[src/sv/integer_to_ascii_radix_macros.svh]
// assertion macros for the integer_to_ascii_radix block
// used by the top level; no other dependencies
`ifndef INTEGER_TO_ASCII_RADIX_MACROS_SVH
`define INTEGER_TO_ASCII_RADIX_MACROS_SVH
`ifndef SYNTHESIS
// same-cycle implication, disabled during reset
`define ITOA_ASSERT_NOW(label, clk, rst_n, ante, cons) \
    label: assert property (@(posedge clk) disable iff (!(rst_n)) (ante) |-> (cons)) \
        else $error("itoa assertion failed");
// next-cycle implication, disabled during reset
`define ITOA_ASSERT_NEXT(label, clk, rst_n, ante, cons) \
    label: assert property (@(posedge clk) disable iff (!(rst_n)) (ante) |=> (cons)) \
        else $error("itoa assertion failed");
`else
`define ITOA_ASSERT_NOW(label, clk, rst_n, ante, cons)
`define ITOA_ASSERT_NEXT(label, clk, rst_n, ante, cons)
`endif
`endif

[src/sv/itoa_pkg.sv]
// shared types, constants and helper functions of the integer to ascii block
// no dependencies
`timescale 1ns / 1ps
`default_nettype none

package itoa_pkg;

    // conversion modes; code 3 means nothing and yields only the terminator
    typedef enum logic [1:0] {
        FUNC_DEC = 2'd0,
        FUNC_HEX = 2'd1,
        FUNC_OCT = 2'd2
    } t_func;

    localparam int STORE_DEPTH = 11;
    localparam int CNT_W       = 4;
    localparam int IDX_W       = $clog2(STORE_DEPTH);

    localparam logic [7:0] CHAR_NUL   = 8'h00;
    localparam logic [7:0] CHAR_ZERO  = 8'h30;
    localparam logic [7:0] CHAR_A     = 8'h61;
    localparam logic [7:0] CHAR_MINUS = 8'h2d;

    localparam logic [3:0]  DEC_BASE = 4'd10;
    // ceil(2^16 / 10), exact floor division for dividends below 2560
    localparam logic [24:0] RECIP10  = 25'd6554;

    // commands from controller to datapath
    typedef struct packed {
        logic load;
        logic put_zero;
        logic step;
        logic put_sign;
        logic emit;
    } t_cmd;

    // status from datapath to controller
    typedef struct packed {
        logic room_zero;
        logic mag_zero;
        logic cnt_lt_room;
        logic cnt_zero;
        logic digit_last;
        logic neg;
    } t_sts;

    typedef struct packed {
        logic [7:0] q;
        logic [3:0] r;
    } t_div;

    // one byte of long division by ten: {remainder, byte} / 10
    function automatic t_div div10_step(input logic [11:0] t);
        logic [24:0] prod;
        logic [11:0] back;
        t_div        res;
        prod  = {13'd0, t} * RECIP10;
        res.q = prod[23:16];
        back  = ({4'd0, res.q} << 3) + ({4'd0, res.q} << 1);
        res.r = 4'(t - back);
        return res;
    endfunction

    // digit value to lower-case ascii
    function automatic logic [7:0] digit_char(input logic [3:0] d);
        logic [7:0] c;
        if (d < DEC_BASE) begin
            c = CHAR_ZERO + {4'd0, d};
        end else begin
            c = CHAR_A + {4'd0, d} - {4'd0, DEC_BASE};
        end
        return c;
    endfunction

endpackage

`default_nettype wire

[src/sv/itoa_ctrl.sv]
// controller state machine of the integer to ascii block
// depends on itoa_pkg
`timescale 1ns / 1ps
`default_nettype none

module itoa_ctrl import itoa_pkg::*; (
    input  wire  i_clk,
    input  wire  i_rst_n,
    input  wire  i_start,
    input  t_sts i_sts,
    output t_cmd o_cmd,
    output logic o_busy
);

    typedef enum logic [2:0] {
        S_IDLE,
        S_CHECK,
        S_DIGIT,
        S_TEST,
        S_EMIT
    } t_state;

    t_state r_state;
    t_state n_state;

    always_comb begin
        n_state = r_state;
        o_cmd   = '0;
        unique case (r_state)
            S_IDLE: begin
                if (i_start) begin
                    o_cmd.load = 1'b1;
                    n_state    = S_CHECK;
                end
            end
            S_CHECK: begin
                if (i_sts.room_zero) begin
                    n_state = S_EMIT;
                end else if (i_sts.mag_zero) begin
                    o_cmd.put_zero = 1'b1;
                    n_state        = S_EMIT;
                end else begin
                    n_state = S_DIGIT;
                end
            end
            S_DIGIT: begin
                o_cmd.step = 1'b1;
                if (i_sts.digit_last) begin
                    n_state = S_TEST;
                end
            end
            S_TEST: begin
                if (!i_sts.mag_zero && i_sts.cnt_lt_room) begin
                    n_state = S_DIGIT;
                end else begin
                    // sign only if room is left after the digits
                    o_cmd.put_sign = i_sts.neg && i_sts.cnt_lt_room;
                    n_state        = S_EMIT;
                end
            end
            S_EMIT: begin
                o_cmd.emit = 1'b1;
                if (i_sts.cnt_zero) begin
                    n_state = S_IDLE;
                end
            end
            default: begin
                n_state = S_IDLE;
            end
        endcase
    end

    always_ff @(posedge i_clk) begin
        if (!i_rst_n) begin
            r_state <= S_IDLE;
        end else begin
            r_state <= n_state;
        end
    end

    assign o_busy = (r_state != S_IDLE);

endmodule

`default_nettype wire

[src/sv/itoa_dp.sv]
// datapath of the integer to ascii block: magnitude, digit unit, digit store
// depends on itoa_pkg
`timescale 1ns / 1ps
`default_nettype none

module itoa_dp import itoa_pkg::*; #(
    parameter int VALUE_WIDTH = 32
) (
    input  wire                          i_clk,
    input  wire                          i_rst_n,
    input  t_cmd                         i_cmd,
    input  wire  [1:0]                   i_func,
    input  wire  signed [VALUE_WIDTH-1:0] i_value,
    input  wire  [3:0]                   i_max_chars,
    output t_sts                         o_sts,
    output logic                         o_valid,
    output logic [7:0]                   o_char_out,
    output logic                         o_last
);

    localparam int NCHUNK  = (VALUE_WIDTH + 7) / 8;
    localparam int MAG_W   = NCHUNK * 8;
    localparam int CHUNK_W = (NCHUNK > 1) ? $clog2(NCHUNK) : 1;

    logic [MAG_W-1:0]   r_mag,   n_mag;
    logic [3:0]         r_rem,   n_rem;
    logic [CHUNK_W-1:0] r_chunk, n_chunk;
    logic [CNT_W-1:0]   r_cnt,   n_cnt;
    logic [CNT_W-1:0]   r_room,  n_room;
    logic [1:0]         r_func,  n_func;
    logic               r_neg,   n_neg;
    logic               r_valid, n_valid;
    logic [7:0]         r_char,  n_char;
    logic               r_last,  n_last;
    logic [7:0]         r_store [STORE_DEPTH];

    logic [VALUE_WIDTH-1:0] bits;
    logic [VALUE_WIDTH-1:0] mag_in;
    logic                   neg_in;
    logic                   func_ok;
    logic [CNT_W-1:0]       room_raw;
    logic                   chunk_last;
    t_div                   dv;
    logic                   wr_en;
    logic [7:0]             wr_data;
    logic [IDX_W-1:0]       wr_idx;
    logic [IDX_W-1:0]       rd_idx;
    logic [CNT_W-1:0]       cnt_dec;

    assign chunk_last = (r_chunk == CHUNK_W'(NCHUNK - 1));
    assign wr_idx     = r_cnt[IDX_W-1:0];
    assign cnt_dec    = r_cnt - CNT_W'(1);
    assign rd_idx     = cnt_dec[IDX_W-1:0];

    always_comb begin
        bits     = i_value;
        neg_in   = (i_func == FUNC_DEC) && bits[VALUE_WIDTH-1];
        // two's complement negate; most negative value gives its true magnitude
        mag_in   = neg_in ? (VALUE_WIDTH'(0) - bits) : bits;
        func_ok  = (i_func == FUNC_DEC) || (i_func == FUNC_HEX) || (i_func == FUNC_OCT);
        room_raw = (i_max_chars == 4'd0) ? CNT_W'(0) : (i_max_chars - 4'd1);
        if (room_raw > CNT_W'(STORE_DEPTH)) begin
            room_raw = CNT_W'(STORE_DEPTH);
        end

        dv = div10_step({r_rem, r_mag[MAG_W-1 -: 8]});

        n_mag   = r_mag;
        n_rem   = r_rem;
        n_chunk = r_chunk;
        n_cnt   = r_cnt;
        n_room  = r_room;
        n_func  = r_func;
        n_neg   = r_neg;
        n_valid = 1'b0;
        n_char  = r_char;
        n_last  = r_last;
        wr_en   = 1'b0;
        wr_data = CHAR_NUL;

        if (i_cmd.load) begin
            n_mag   = MAG_W'(mag_in);
            n_rem   = 4'd0;
            n_chunk = '0;
            n_cnt   = '0;
            n_func  = i_func;
            n_neg   = neg_in;
            n_room  = func_ok ? room_raw : CNT_W'(0);
        end

        if (i_cmd.put_zero) begin
            wr_en   = 1'b1;
            wr_data = CHAR_ZERO;
            n_cnt   = r_cnt + CNT_W'(1);
        end

        if (i_cmd.step) begin
            unique case (r_func)
                FUNC_DEC: begin
                    // byte-wise long division, quotient shifts in at the bottom
                    n_mag = (r_mag << 8) | MAG_W'(dv.q);
                    if (chunk_last) begin
                        wr_en   = 1'b1;
                        wr_data = digit_char(dv.r);
                        n_cnt   = r_cnt + CNT_W'(1);
                        n_chunk = '0;
                        n_rem   = 4'd0;
                    end else begin
                        n_rem   = dv.r;
                        n_chunk = r_chunk + CHUNK_W'(1);
                    end
                end
                FUNC_HEX: begin
                    wr_en   = 1'b1;
                    wr_data = digit_char(r_mag[3:0]);
                    n_mag   = r_mag >> 4;
                    n_cnt   = r_cnt + CNT_W'(1);
                end
                FUNC_OCT: begin
                    wr_en   = 1'b1;
                    wr_data = digit_char({1'b0, r_mag[2:0]});
                    n_mag   = r_mag >> 3;
                    n_cnt   = r_cnt + CNT_W'(1);
                end
                default: begin
                    n_mag = r_mag;
                end
            endcase
        end

        if (i_cmd.put_sign) begin
            wr_en   = 1'b1;
            wr_data = CHAR_MINUS;
            n_cnt   = r_cnt + CNT_W'(1);
        end

        if (i_cmd.emit) begin
            n_valid = 1'b1;
            if (r_cnt == CNT_W'(0)) begin
                n_char = CHAR_NUL;
                n_last = 1'b1;
            end else begin
                n_char = r_store[rd_idx];
                n_last = 1'b0;
                n_cnt  = cnt_dec;
            end
        end
    end

    // control state
    always_ff @(posedge i_clk) begin
        if (!i_rst_n) begin
            r_valid <= 1'b0;
            r_cnt   <= '0;
            r_chunk <= '0;
            r_room  <= '0;
            r_mag   <= '0;
        end else begin
            r_valid <= n_valid;
            r_cnt   <= n_cnt;
            r_chunk <= n_chunk;
            r_room  <= n_room;
            r_mag   <= n_mag;
        end
    end

    // payload, no reset
    always_ff @(posedge i_clk) begin
        r_rem  <= n_rem;
        r_func <= n_func;
        r_neg  <= n_neg;
        r_char <= n_char;
        r_last <= n_last;
        if (wr_en) begin
            r_store[wr_idx] <= wr_data;
        end
    end

    assign o_sts.room_zero   = (r_room == CNT_W'(0));
    assign o_sts.mag_zero    = (r_mag == '0);
    assign o_sts.cnt_lt_room = (r_cnt < r_room);
    assign o_sts.cnt_zero    = (r_cnt == CNT_W'(0));
    assign o_sts.digit_last  = (r_func != FUNC_DEC) || chunk_last;
    assign o_sts.neg         = r_neg;

    assign o_valid    = r_valid;
    assign o_char_out = r_char;
    assign o_last     = r_last;

endmodule

`default_nettype wire

[src/sv/integer_to_ascii_radix.sv]
// top level of the integer to ascii block: controller plus datapath
// depends on itoa_pkg, itoa_ctrl, itoa_dp and integer_to_ascii_radix_macros.svh
`timescale 1ns / 1ps
`default_nettype none
`include "integer_to_ascii_radix_macros.svh"

// integer to ascii conversion, one item at a time
// - an item (func, value, max_chars) is taken when i_start is high and o_busy low
// - func 0 gives signed decimal, 1 lower-case hex, 2 octal of the bit pattern;
//   func 3 gives only the terminator
// - characters come out most significant first, one per cycle on o_valid,
//   followed by a nul with o_last set; o_valid is a one-cycle strobe and
//   cannot be stalled, so the receiver must take every character as it comes
// - at most max_chars-1 characters (never more than 11) are kept; digits are
//   found least significant first, so truncation drops the top digits, and
//   the minus sign is dropped when there is no room for it
// - sequence after the start cycle: zero check, digit extraction, sign, then
//   emission; o_busy stays high throughout, and the nul is on the ports in
//   the first idle cycle, where a new item may already start
// - decimal digits come from a byte-wise long division by ten, a full pass
//   over the magnitude bytes per digit; hex and octal digits need no division
// - the digit store is a small register file inside the datapath, no clearing

module integer_to_ascii_radix import itoa_pkg::*; #(
    parameter int VALUE_WIDTH = 32
) (
    input  wire                           i_clk,
    input  wire                           i_rst_n,
    input  wire                           i_start,
    input  wire  [1:0]                    i_func,
    input  wire  signed [VALUE_WIDTH-1:0] i_value,
    input  wire  [3:0]                    i_max_chars,
    output logic                          o_busy,
    output logic                          o_valid,
    output logic [7:0]                    o_char_out,
    output logic                          o_last
);

    // command and status buses between the two halves
    t_cmd cmd;
    t_sts sts;

    // sequencing: load, zero check, digit loop, sign, emit
    itoa_ctrl u_ctrl (
        .i_clk   (i_clk),
        .i_rst_n (i_rst_n),
        .i_start (i_start),
        .i_sts   (sts),
        .o_cmd   (cmd),
        .o_busy  (o_busy)
    );

    // magnitude register, digit unit, digit store and output register
    itoa_dp #(
        .VALUE_WIDTH (VALUE_WIDTH)
    ) u_dp (
        .i_clk       (i_clk),
        .i_rst_n     (i_rst_n),
        .i_cmd       (cmd),
        .i_func      (i_func),
        .i_value     (i_value),
        .i_max_chars (i_max_chars),
        .o_sts       (sts),
        .o_valid     (o_valid),
        .o_char_out  (o_char_out),
        .o_last      (o_last)
    );

    // an accepted item keeps the block busy in the next cycle
    `ITOA_ASSERT_NEXT(a_busy_after_start, i_clk, i_rst_n, i_start && !o_busy, o_busy)
    // the terminator is a strobed nul
    `ITOA_ASSERT_NOW(a_last_is_nul, i_clk, i_rst_n, o_last && o_valid, o_char_out == CHAR_NUL)
    // the terminator ends the item: the block is idle while it is shown
    `ITOA_ASSERT_NOW(a_idle_on_nul, i_clk, i_rst_n, o_valid && o_last, !o_busy)
    // no ordinary character appears while idle
    `ITOA_ASSERT_NOW(a_char_only_busy, i_clk, i_rst_n, o_valid && !o_busy, o_last)
    // load only happens from the idle state
    `ITOA_ASSERT_NOW(a_load_when_idle, i_clk, i_rst_n, cmd.load, !o_busy && i_start)

endmodule

`default_nettype wire

[config.mk]
export PLATFORM = sky130hd
export DESIGN_NAME = integer_to_ascii_radix
export DESIGN_NICKNAME = d
export VERILOG_FILES = /design/src/sv/itoa_pkg.sv /design/src/sv/itoa_ctrl.sv /design/src/sv/itoa_dp.sv /design/src/sv/integer_to_ascii_radix.sv
export VERILOG_INCLUDE_DIRS = /design/src /design/src/sv
export SDC_FILE = /design/constraint.sdc
export NUM_CORES = 1
export LEC_CHECK = 0
export BUFFER_PORTS_ARGS = -buffer_cell sky130_fd_sc_hd__buf_2
export CAP_MARGIN = 20
export CELL_PAD_IN_SITES_DETAIL_PLACEMENT = 2
export CELL_PAD_IN_SITES_GLOBAL_PLACEMENT = 2
export CORE_AREA = 3 3 146 183
export CTS_CLUSTER_SIZE = 25
export DETAILED_ROUTE_END_ITERATION = 12
export DIE_AREA = 0 0 149 186
export PLACE_DENSITY_LB_ADDON = 0.15
export SYNTH_ARGS = -nofsm -noshare
export SYNTH_HDL_FRONTEND = slang
export SYNTH_SLANG_ARGS = --single-unit
[constraint.sdc]
create_clock -name i_clk -period 7.6 [get_ports i_clk]
set_input_delay 1.52 -clock i_clk [delete_from_list [all_inputs] [get_ports i_clk]]
set_output_delay 1.52 -clock i_clk [all_outputs]
set_load 0.01 [all_outputs]
Word-level counts from Yosys, hierarchy flattened
Memories as Yosys holds them, arrays and structs flattened. A register that Yosys moved wholly into a read port is not among the register bits.
Index checks and enable logic that the tools add are counted.
{ "op_classes": {"n_addsub": 16, "multipliers": 1, "div_mod_pow": 0, "order_cmp": 5, "eq_ne": 13, "shifts": 0, "muxes": 56, "n_bitwise": 1, "reduce_logical": 20} }
{ "ops": {"columns": ["operator", "n"], "rows": [
  ["$mux 32", 3],
  ["$pmux 32 s3", 1],
  ["$mux 4", 14],
  ["$mux 8", 6],
  ["$logic_not 32->1", 1],
  ["$or 32x8->32", 1],
  ["$sub 1x32->32 const A", 1],
  ["$pmux 8 s3", 1],
  ["$sub 8x4->8 const B", 3],
  ["$mul 12x12->23 const B", 1],
  ["$mux 3", 6],
  ["$mux 1", 17],
  ["$add 7x4->8 const A", 2],
  ["$pmux 3 s5", 1],
  ["$add 6x4->7 const A", 2],
  ["$logic_not 4->1", 3],
  ["$add 7x3->8 const A", 1],
  ["$lt 4x4->1 const B", 2],
  ["$mux 2", 4],
  ["$pmux 4 s2", 1],
  ["$sub 4x1->4 const B", 2],
  ["$add 6x3->7 const A", 1],
  ["$eq 2x2->1 const B", 3],
  ["$eq 3x2->1 const B", 2],
  ["other kinds (24)", 33]
]} }
{ "word_totals": {"register_bits": 54, "latchBits": 0, "mem_bits_rw": 88, "rom_bits": 0, "out_inout_bits": 11, "wordCells": 123, "memories": 1} }
{ "mem_list": {"columns": ["name", "depth", "word_bits", "rd", "rd_clocked_by_memory_dff", "write_ports", "line_no", "text"], "rows": [
  ["u_dp.r_store", 11, 8, 1, 1, 1, "itoa_dp.sv:35", "logic [7:0] r_store [STORE_DEPTH];"]
]} }

Logic depth before layout (Yosys ltp)
Gate-level depths: netlist (run 1).
{ "logic_depth": {"depth_word": 11, "depth_mapped": 22, "ltp_nobuf": 22} }

Hierarchy
Synthesis (run 1) repeated with hierarchy kept, for this count alone.
{ "hier_totals": {"cells_unflattened": 1024, "hier_area_um2": 10074.7} }
{ "modules_own_cells": {"columns": ["mod", "n_inst", "cells_each", "area_each_um2", "seq_area_each_um2"], "rows": [
  ["itoa_dp", 1, 996, 9853.2, 3583.4],
  ["itoa_ctrl", 1, 28, 221.5, 60.1]
]} }

Worst setup path after synthesis (run 1)
Ideal clock, no wire load.
{ "synth_path": {"path_type": "register to register", "from": "reg u_dp.r_mag[24]", "to": "mem u_dp.r_store[0][4], data pin", "setup_time_ns": 0.273, "arrival_time_ns": 6.087, "required_ns": 7.327, "slack_ns": 1.241, "stages_incl_launch_ff": 23, "path_buffers": 0, "path_cell_list": "dfxtp_1 -> inv_1 -> ha_1 -> ha_1 -> inv_1 -> fa_1 -> inv_1 -> fa_1 -> inv_1 -> fa_1 -> inv_1 -> ha_1 -> a21o_1 -> a21o_1 -> a211oi_1 -> o211ai_1 -> xor2_1 -> ha_1 -> a221o_1 -> a311o_1 -> xnor3_1 -> a31o_2 -> a31oi_1"} }
{ "synth_via": {"elab_chain_cells": 10, "word_cells_on_any_way": 21} }
{ "synth_lines": {"columns": ["item", "line_no", "text"], "rows": [
  ["from (decl)", "itoa_dp.sv:25", "logic [MAG_W-1:0] r_mag, n_mag;"],
  ["from (signal assigned)", "itoa_dp.sv:163", "r_mag <= n_mag;"],
  ["$mul 12x12->23", "itoa_pkg.sv:57", "prod = {13'd0, t} * RECIP10;"],
  ["$add 4x4->4", "itoa_pkg.sv:59", "back = ({4'd0, res.q} << 3) + ({4'd0, res.q} << 1);"],
  ["$sub 4x4->4", "itoa_pkg.sv:60", "res.r = 4'(t - back);"],
  ["$add 7x4->8", "itoa_pkg.sv:70", "c = CHAR_A + {4'd0, d} - {4'd0, DEC_BASE};"],
  ["$sub 8x4->8", "itoa_pkg.sv:70", null],
  ["$mux 8", "itoa_pkg.sv:67", "if (d < DEC_BASE) begin"],
  ["$mux 8", "itoa_dp.sv:102", "if (chunk_last) begin"],
  ["$pmux 8 s3", "itoa_dp.sv:98", "unique case (r_func)"],
  ["$mux 8", "itoa_dp.sv:97", "if (i_cmd.step) begin"],
  ["$mux 8 *", "itoa_dp.sv:131", "if (i_cmd.put_sign) begin"],
  ["named net u_dp.wr_data[4]", "itoa_dp.sv:45", "logic [7:0] wr_data;"],
  ["to (decl)", "itoa_dp.sv:35", null]
]} }
The timed path passes the listed nets; every way through them passes the cells marked *.

Worst setup path in the final report (run 1)
{ "layout_path": {"from": "reg u_dp.r_mag[24]", "to": "mem u_dp.r_store[9][4], data pin"} }
The elaborated chain is that of the path after synthesis.

==> run_results.csv, run 1 <==
group,metric,value,unit
synth,ys_types,75,
power_and_ir_drop,cellPowerDensity,235,mW/mm2
synth,synthesis.nets,1212,
final_layout,syn2layout_area_growth,11.8,%
detailed_routing,drt_drc_violations_left,0,
sta,setup_tns,0,ns
synth,syn_inst,1029,
setup_path,arrival,7.21,ns
sta,min_period,7.05,ns
final_layout,final.fill_count,2690,
sta,worstMarginPinSlew,1.01,ns
clock_tree,path_clk_slew,0.06,ns
grt,grt_pass1_wl,52.4,mm
clock_tree,clkLatencyLatePin,0.44,ns
sta,skew,0.0147,ns
sta,max-slew-margin-rel,32.6,%
synth,yosysMostFrequentCell,"inv_1",
synth,synthTopCellsByCount,"inv_1 (109), ha_1 (105), edfxtp_1 (88)",
synth,yosysSeqAreaShare,35.7,%
final_layout,final_nets,1244,
synth,synthTopCellsByArea,"edfxtp_1 (26%), ha_1 (13%), dfxtp_1 (9.8%)",
synth,synth.cell_area,0.0102,mm2
setup_path,crit_slowest_cell,"fa_1",
flow_run,maxCapViolCount,0,
floorplanning,rows,65,
sta,slew_violations,0,
clock_tree,cts_buffers,17,
placement,gp_congestion,0.802,
synth,ys_seq_elements,138,
grt,grt.total_usage,24.7,%
grt,grt_max_degree,47,
floorplanning,die_h,186,um
detailed_routing,post_drt_wl_per_cell,23.4,um
clock_tree,htreeDepth,4,
sta,setup_viol_count_final,0,
detailed_routing,via_per_inst,5.77,
synth,synth_top_area_cell,"edfxtp_1",
clock_tree,cts_tree,"yes",
synth,synth_top_area_share,25.9,%
synth,synthFlopType,"edfxtp_1",
detailed_routing,drtIter0Drc,335,
setup_path,critPathMaxFanout,11,
setup_path,cp_cell_sequence,"inv_1 > ha_1 > ha_1 > inv_1 > fa_1 > inv_1 > fa_1 > inv_1 > fa_1 > inv_1 > ha_1 > a21o_1 > a21o_1 > a211oi_1 > o211ai_1 > xor2_1 > ha_1 > a221o_1 > a311o_1 > xnor3_1 > a31o_2 > a31oi_2",
detailed_routing,route.vias.total,8128,
floorplanning,core_area,0.0252,mm2
detailed_routing,finalWirelength,32.9,mm
clock_tree,clock-sinks,138,
final_layout,seq_area,0.00364,mm2
placement,dpl.hpwl,24.6,mm
power_and_ir_drop,leakagePower,4.69,nW
synth,syn_avg_cell_area,9.93,um2
synth,async_flop_share,0,%
sta,min_period_over_period,92.8,%
power_and_ir_drop,p_total,0.00268,W
grt,first_global_vias,9078,
grt,grt.overflow.total,0,
hold_path,hp-class,"flip-flop to flip-flop",
setup_path,worstPathRequired,7.76,ns
setup_path,worst_setup_path_start_kind,"flip-flop",
power_and_ir_drop,ir_drop,0.000130,V
floorplanning,fp.dieArea,0.0277,mm2
run_status,status,"finished clean",
sta,timing.fmax,142,MHz
floorplanning,die_w,149,um
setup_path,crit_family,"adder cells",
detailed_routing,drtAntennaViolNets,0,
final_layout,multi_input_area,0.00591,mm2
synth,ys_warn_count,0,
floorplanning,ioPinCount,52,
synth,synth_edf_count,88,
placement,portBuffers,50,
clock_tree,cts_hold_buffers,0,
final_layout,diodes,0,
setup_path,critPathKind,"flip-flop to flip-flop",
sta,final_hold_viol_count,0,
grt,antenna_found_initial,0,
detailed_routing,firstDrtPassIters,5,
setup_path,critical_path.max_stage_delay,0.54,ns
floorplanning,start_util,40.5,%
setup_path,end_kind,"flip-flop",
final_layout,drive_gt1_share,12.0,%
sta,rsz0062_at_grt,"no",
setup_path,crit_top_cell,"inv_1",
clock_tree,clockRootBuffer,"clkbuf_16",
clock_tree,cts_buffer_depth,2,
setup_path,cp_num_buf_inv,5,
clock_tree,postCtsSetupBuffers,0,
kinds of logic after synthesis:
kind of cell | count (synthesis) | share of synthesized area (%)
multiplexers | 26 | 4.26
XOR/XNOR | 46 | 4.08
flip-flops | 138 | 35.7
adder cells (fa/ha/maj) | 142 | 20.1
AND/OR/NAND/NOR | 257 | 12.8
other | 1 | 0.0367
buffers and inverters | 164 | 6.70
AO/OA/AOI/OAI | 255 | 16.4
cell type report:
| type | instances | share of cell area (%) |
|---|---|---|
| inverters | 111 | 3.65 |
| multi-input cells | 727 | 51.7 |
| repair buffers | 66 | 3.22 |
| clock inverters | 13 | 2.08 |
| well taps | 335 | 3.67 |
| clock buffers | 19 | 3.79 |
| flip-flops and latches | 138 | 31.9 |
registers in the layout (all words and copies together), names as in the netlist:
signal / cells
u_dp.r_chunk: 2
u_dp.r_rem: 4
u_dp.o_char_out: 7
u_dp.r_store: 77
u_dp.o_last: 1
u_dp.r_cnt: 4
u_dp.r_room: 4
u_dp.r_mag: 32
u_ctrl.r_state: 3
u_dp.o_valid: 1
u_dp.r_neg: 1
u_dp.r_func: 2
through the flow:
step | area [um2] | worst slack, ns | std cells | utilization [%] | hold WS (ns)
6_report | 11400 | 0.550 | 1409 | 45.3 | 0.531
5_1_grt | 11400 | 0.140 | 1409 | 45.3 | 0.553
4_1_cts | 11400 | 0.0840 | 1407 | 45.2 | 0.538
3_5_place_dp | 10700 | 0.297 | 1375 | 42.6 | 0.522
3_3_place_gp | 10700 | 0.694 | 1375 | 42.6 | 0.499
2_1_floorplan | 10200 | 1.24 | 1029 | - | 0.454
routing by layer:
metal	track usage, %	wire, um
met5	0	0
met1	28.7	13400
met2	46.1	17800
met4	8.53	934
met3	3.56	822
worst register-to-register path, stage by stage (launching register included):
cell	delay [ns]
dfxtp_1	0.53
inv_1	0.14
ha_1	0.37
ha_1	0.33
inv_1	0.07
fa_1	0.54
inv_1	0.06
fa_1	0.54
inv_1	0.06
fa_1	0.53
inv_1	0.04
ha_1	0.32
a21o_1	0.17
a21o_1	0.17
a211oi_1	0.25
o211ai_1	0.21
xor2_1	0.20
ha_1	0.33
a221o_1	0.33
a311o_1	0.31
xnor3_1	0.51
a31o_2	0.31
a31oi_2	0.46
worst paths after layout:
| check | endpoint | slack [ns] | depth (start not counted) | startpoint |
|---|---|---|---|---|
| setup reg to reg | u_dp.r_store[9][4] | 0.55 | 22 | u_dp.r_mag[24] |
| setup / recovery | u_dp.r_store[9][4] | 0.55 | 22 | u_dp.r_mag[24] |
| hold reg to reg | u_dp.r_room[0] | 0.53 | 2 | u_dp.r_room[0] |
| hold / removal | u_dp.r_room[0] | 0.53 | 2 | u_dp.r_room[0] |
timing repair:
item	CTS	global route
gates resized for setup	0	2
setup endpoints to repair	0	22
endpoints found under the hold margin	0	0
power by group:
part	internal, W	switching, W
clock	0.000620	0.000347
sequential	0.000817	0.0000490
combinational	0.000320	0.000529
total	0.00176	0.000924
cells in the final DEF (no fill, tap or decap), types with 4 or more instances in the layout:
master,count
a22oi_1,9
inv_6,4
and2_1,18
o31ai_1,7
mux2i_1,12
a221o_1,5
nor4_1,7
buf_2,51
fa_1,37
xor2_1,24
a21boi_0,10
ha_1,105
nand4_1,7
a211oi_1,19
xnor2_1,21
o21ai_0,59
edfxtp_1,88
bufinv_16,6
and3_1,10
clkbuf_16,17
inv_1,109
a31oi_1,10
a221oi_1,23
a21o_1,6
mux4_2,14
a21oi_1,63
nor2_1,65
nand3_1,12
nand2b_1,4
o211ai_1,11
nor2b_1,12
buf_4,15
dfxtp_1,50
nand2_1,68
or4_1,4
nor3_1,26
(Power assumes the default switching activity.)
==> run 2, diff against run 1 <==
--- a/config.mk
+++ b/config.mk
@@ -10,11 +10,12 @@
 export CAP_MARGIN = 20
 export CELL_PAD_IN_SITES_DETAIL_PLACEMENT = 2
 export CELL_PAD_IN_SITES_GLOBAL_PLACEMENT = 2
-export CORE_AREA = 3 3 146 183
+export CORE_AREA = 3 3 145 182
 export CTS_CLUSTER_SIZE = 25
 export DETAILED_ROUTE_END_ITERATION = 12
-export DIE_AREA = 0 0 149 186
+export DIE_AREA = 0 0 148 185
 export PLACE_DENSITY_LB_ADDON = 0.15
 export SYNTH_ARGS = -nofsm -noshare
 export SYNTH_HDL_FRONTEND = slang
+export SYNTH_HIERARCHICAL = 1
 export SYNTH_SLANG_ARGS = --single-unit
==> run 2 against run 1 <==
  * Cell area down 1.3%
  * Combinational power up 15%
  * Cell count about the same
  * Global-route usage down 0.25 points
  * Clock skew down 0.00084 ns
  * Power down 2.4%
  * Wire length down 0.77%
  * Critical path type unchanged
  * Largest cell class unchanged
==> run_results.csv, run 2 <==
group,metric,value,unit
sta,timing.fmax,144,MHz
synth,syn_avg_cell_area,9.84,um2
power_and_ir_drop,cellPowerDensity,232,mW/mm2
power_and_ir_drop,pwr-share-clk,29.0,%
synth,synth_top_area_share,26.2,%
setup_path,critPathKind,"flip-flop to flip-flop",
flow_run,maxCapViolCount,0,
floorplanning,start_util,40.8,%
detailed_routing,firstDrtPassIters,4,
synth,synthFlopType,"edfxtp_1",
power_and_ir_drop,p_switching,0.00101,W
sta,min_period,6.96,ns
final_layout,design_area,0.0113,mm2
floorplanning,die_h,185,um
synth,synthMuxAreaShare,4.27,%
floorplanning,die_w,148,um
sta,setup_viol_count_final,0,
clock_tree,cts_tree,"yes",
setup_path,critPathMaxFanout,11,
synth,ys_types,72,
detailed_routing,finalWirelength,32.7,mm
setup_path,end_kind,"flip-flop",
power_and_ir_drop,leakagePower,4.66,nW
setup_path,crit_family,"adder cells",
sta,skew,0.0139,ns
sta,worstMarginPinSlew,0.991,ns
final_layout,final_nets,1247,
synth,synthSimpleGateAreaFrac,12.7,%
hold_path,hold_start,"u_dp/r_chunk[1]",
power_and_ir_drop,pwr-share-comb,37.4,%
synth,ys_seq_elements,138,
final_layout,largest_reg_flops,77,
setup_path,worstPathRequired,7.78,ns
clock_tree,clock-sinks,138,
synth,yosysMostFrequentCell,"inv_1",
clock_tree,cts_hold_buffers,0,
hold_path,hp-class,"flip-flop to flip-flop",
placement,dpl_cell_area,0.0107,mm2
setup_path,critical_path.max_stage_delay,0.62,ns
clock_tree,cts_buffer_depth,2,
floorplanning,fp.dieArea,0.0274,mm2
clock_tree,cts_buffers,17,
sta,max-slew-margin-rel,33.7,%
placement,portBuffers,50,
detailed_routing,via_per_inst,5.73,
clock_tree,clockRootBuffer,"clkbuf_16",
grt,grt.overflow.total,0,
synth,syn_inst,1024,
clock_tree,path_clk_slew,0.07,ns
detailed_routing,post_drt_wl_per_cell,23.2,um
clock_tree,clkLatencyLatePin,0.43,ns
synth,yosys.area_share.adder,20.3,%
run_status,status,"finished clean",
clock_tree,ctsResizeCount,0,
sta,slew_violations,0,
detailed_routing,drt_drc_violations_left,0,
placement,gp_congestion,0.863,
setup_path,reg2reg_from,"u_dp/r_mag[27]",
synth,synth_top_family_by_area,"adder cells",
power_and_ir_drop,ir_drop,0.000102,V
power_and_ir_drop,p_sw_share,38.5,%
setup_path,arrival,7.14,ns
synth,synth.cell_area,0.0101,mm2
synth,ys_warn_count,6,
synth,synth_top_area_cell,"edfxtp_1",
detailed_routing,drtIter0Drc,361,
placement,place_inst,1373,
synth,async_flop_share,0,%
sta,final_hold_viol_count,0,
setup_path,crit_slowest_cell,"dfxtp_1",
power_and_ir_drop,intPower,0.00161,W
setup_path,worst_setup_path_start_kind,"flip-flop",
final_layout,drive_gt1_share,12.6,%
grt,grt_pass1_wl,51.6,mm
detailed_routing,drtAntennaViolNets,0,
synth,synth_edf_count,88,
final_layout,diodes,0,
synth,synthesis.nets,1206,
setup_path,crit_top_cell,"inv_1",
floorplanning,ioPinCount,52,
final_layout,mostFrequentLayoutCells,"inv_1 (109), ha_1 (104), edfxtp_1 (88), nand2_1 (75), o21ai_0 (66)",
sta,min_period_over_period,91.6,%
sta,rsz0062_at_grt,"no",
clock_tree,postCtsSetupBuffers,0,
detailed_routing,route.vias.total,8066,
synth,synth_compound_area_share,16.5,%
final_layout,utilization,45.7,%
synth,synthTopCellsByCount,"inv_1 (109), ha_1 (104), edfxtp_1 (88)",
floorplanning,rows,64,
synth,synthTopCellsByArea,"edfxtp_1 (26%), ha_1 (13%), dfxtp_1 (9.9%)",
grt,grt.total_usage,24.4,%
setup_path,cp_num_buf_inv,6,
placement,dpl.hpwl,24.4,mm
grt,grt_max_degree,59,
sta,setup_tns,0,ns
final_layout,syn2layout_area_growth,11.9,%
grt,antenna_found_initial,0,
setup_path,critPathLaunch,"u_dp/r_mag[27]",
final_layout,top_register,"u_dp/r_store",
synth,yosysSeqAreaShare,36.2,%
clock_tree,htreeDepth,4,
synth,synth_xor_area_share,3.99,%
grt,first_global_vias,9019,
power_and_ir_drop,p_seq_share,33.7,%
final_layout,instances_no_fill,1408,
final_layout,mostFrequentLayoutCell,"inv_1",
floorplanning,core_area,0.0247,mm2
## run 2: layer usage
| metal | GRT usage, % | part of all wire (%) | vias up |
|---|---|---|---|
| met5 | 0 | 0 | - |
| met4 | 8.39 | 2.6 | 0 |
| met3 | 3.16 | 2.3 | 51 |
| met2 | 47.2 | 55 | 121 |
| met1 | 27.5 | 40 | 4114 |
| li1 | - | - | 3780 |
## run 2: final timing paths
check / to / slack, ns / depth (start not counted)
worst max-delay path: u_dp/r_store[1][2] / 0.64 / 25
worst min-delay path: u_dp/r_chunk[1] / 0.49 / 2
worst max register to register: u_dp/r_store[1][2] / 0.64 / 25
worst min register to register: u_dp/r_chunk[1] / 0.49 / 2
## run 2: worst min-delay path: stages, from the launching register on
cell and delay (ns):
dfxtp_1 0.31, nand3_1 0.07, a21oi_1 0.06
## run 2: kinds of logic after synthesis
group | count (synthesis)
compound gates | 255
xor+xnor | 45
fa+ha+maj | 141
buf+inv | 159
flops | 138
mux | 25
other cells | 1
simple gates | 260
## run 2: final cells by class
class	count	area (um2)
clock buffers	18	429
clock inverters	14	97.6
fillers	2701	13400
inverters	109	409
multi-input cells	727	5850
flip-flops and latches	138	3640
well taps	330	413
repair buffers	72	440
## run 2: through the flow
stage | power (W) | setup slack (ns) | hold WS [ns]
2_1_floorplan | 0.00154 | 1.33 | 0.454
3_3_place_gp | 0.00183 | 0.779 | 0.469
4_1_cts | 0.00265 | 0.207 | 0.493
5_1_grt | 0.00281 | 0.125 | 0.510
3_5_place_dp | 0.00188 | 0.328 | 0.484
6_report | 0.00262 | 0.639 | 0.492
## run 2: power groups by stage
stage	registers (W)	logic, W	clock network [W]
final	0.000881	0.000978	0.000758
after global routing	0.000886	0.00112	0.000805
after CTS	0.000880	0.000992	0.000773
after detailed placement	0.000896	0.000983	0
after global placement	0.000894	0.000933	0
after floorplan	0.000872	0.000673	0
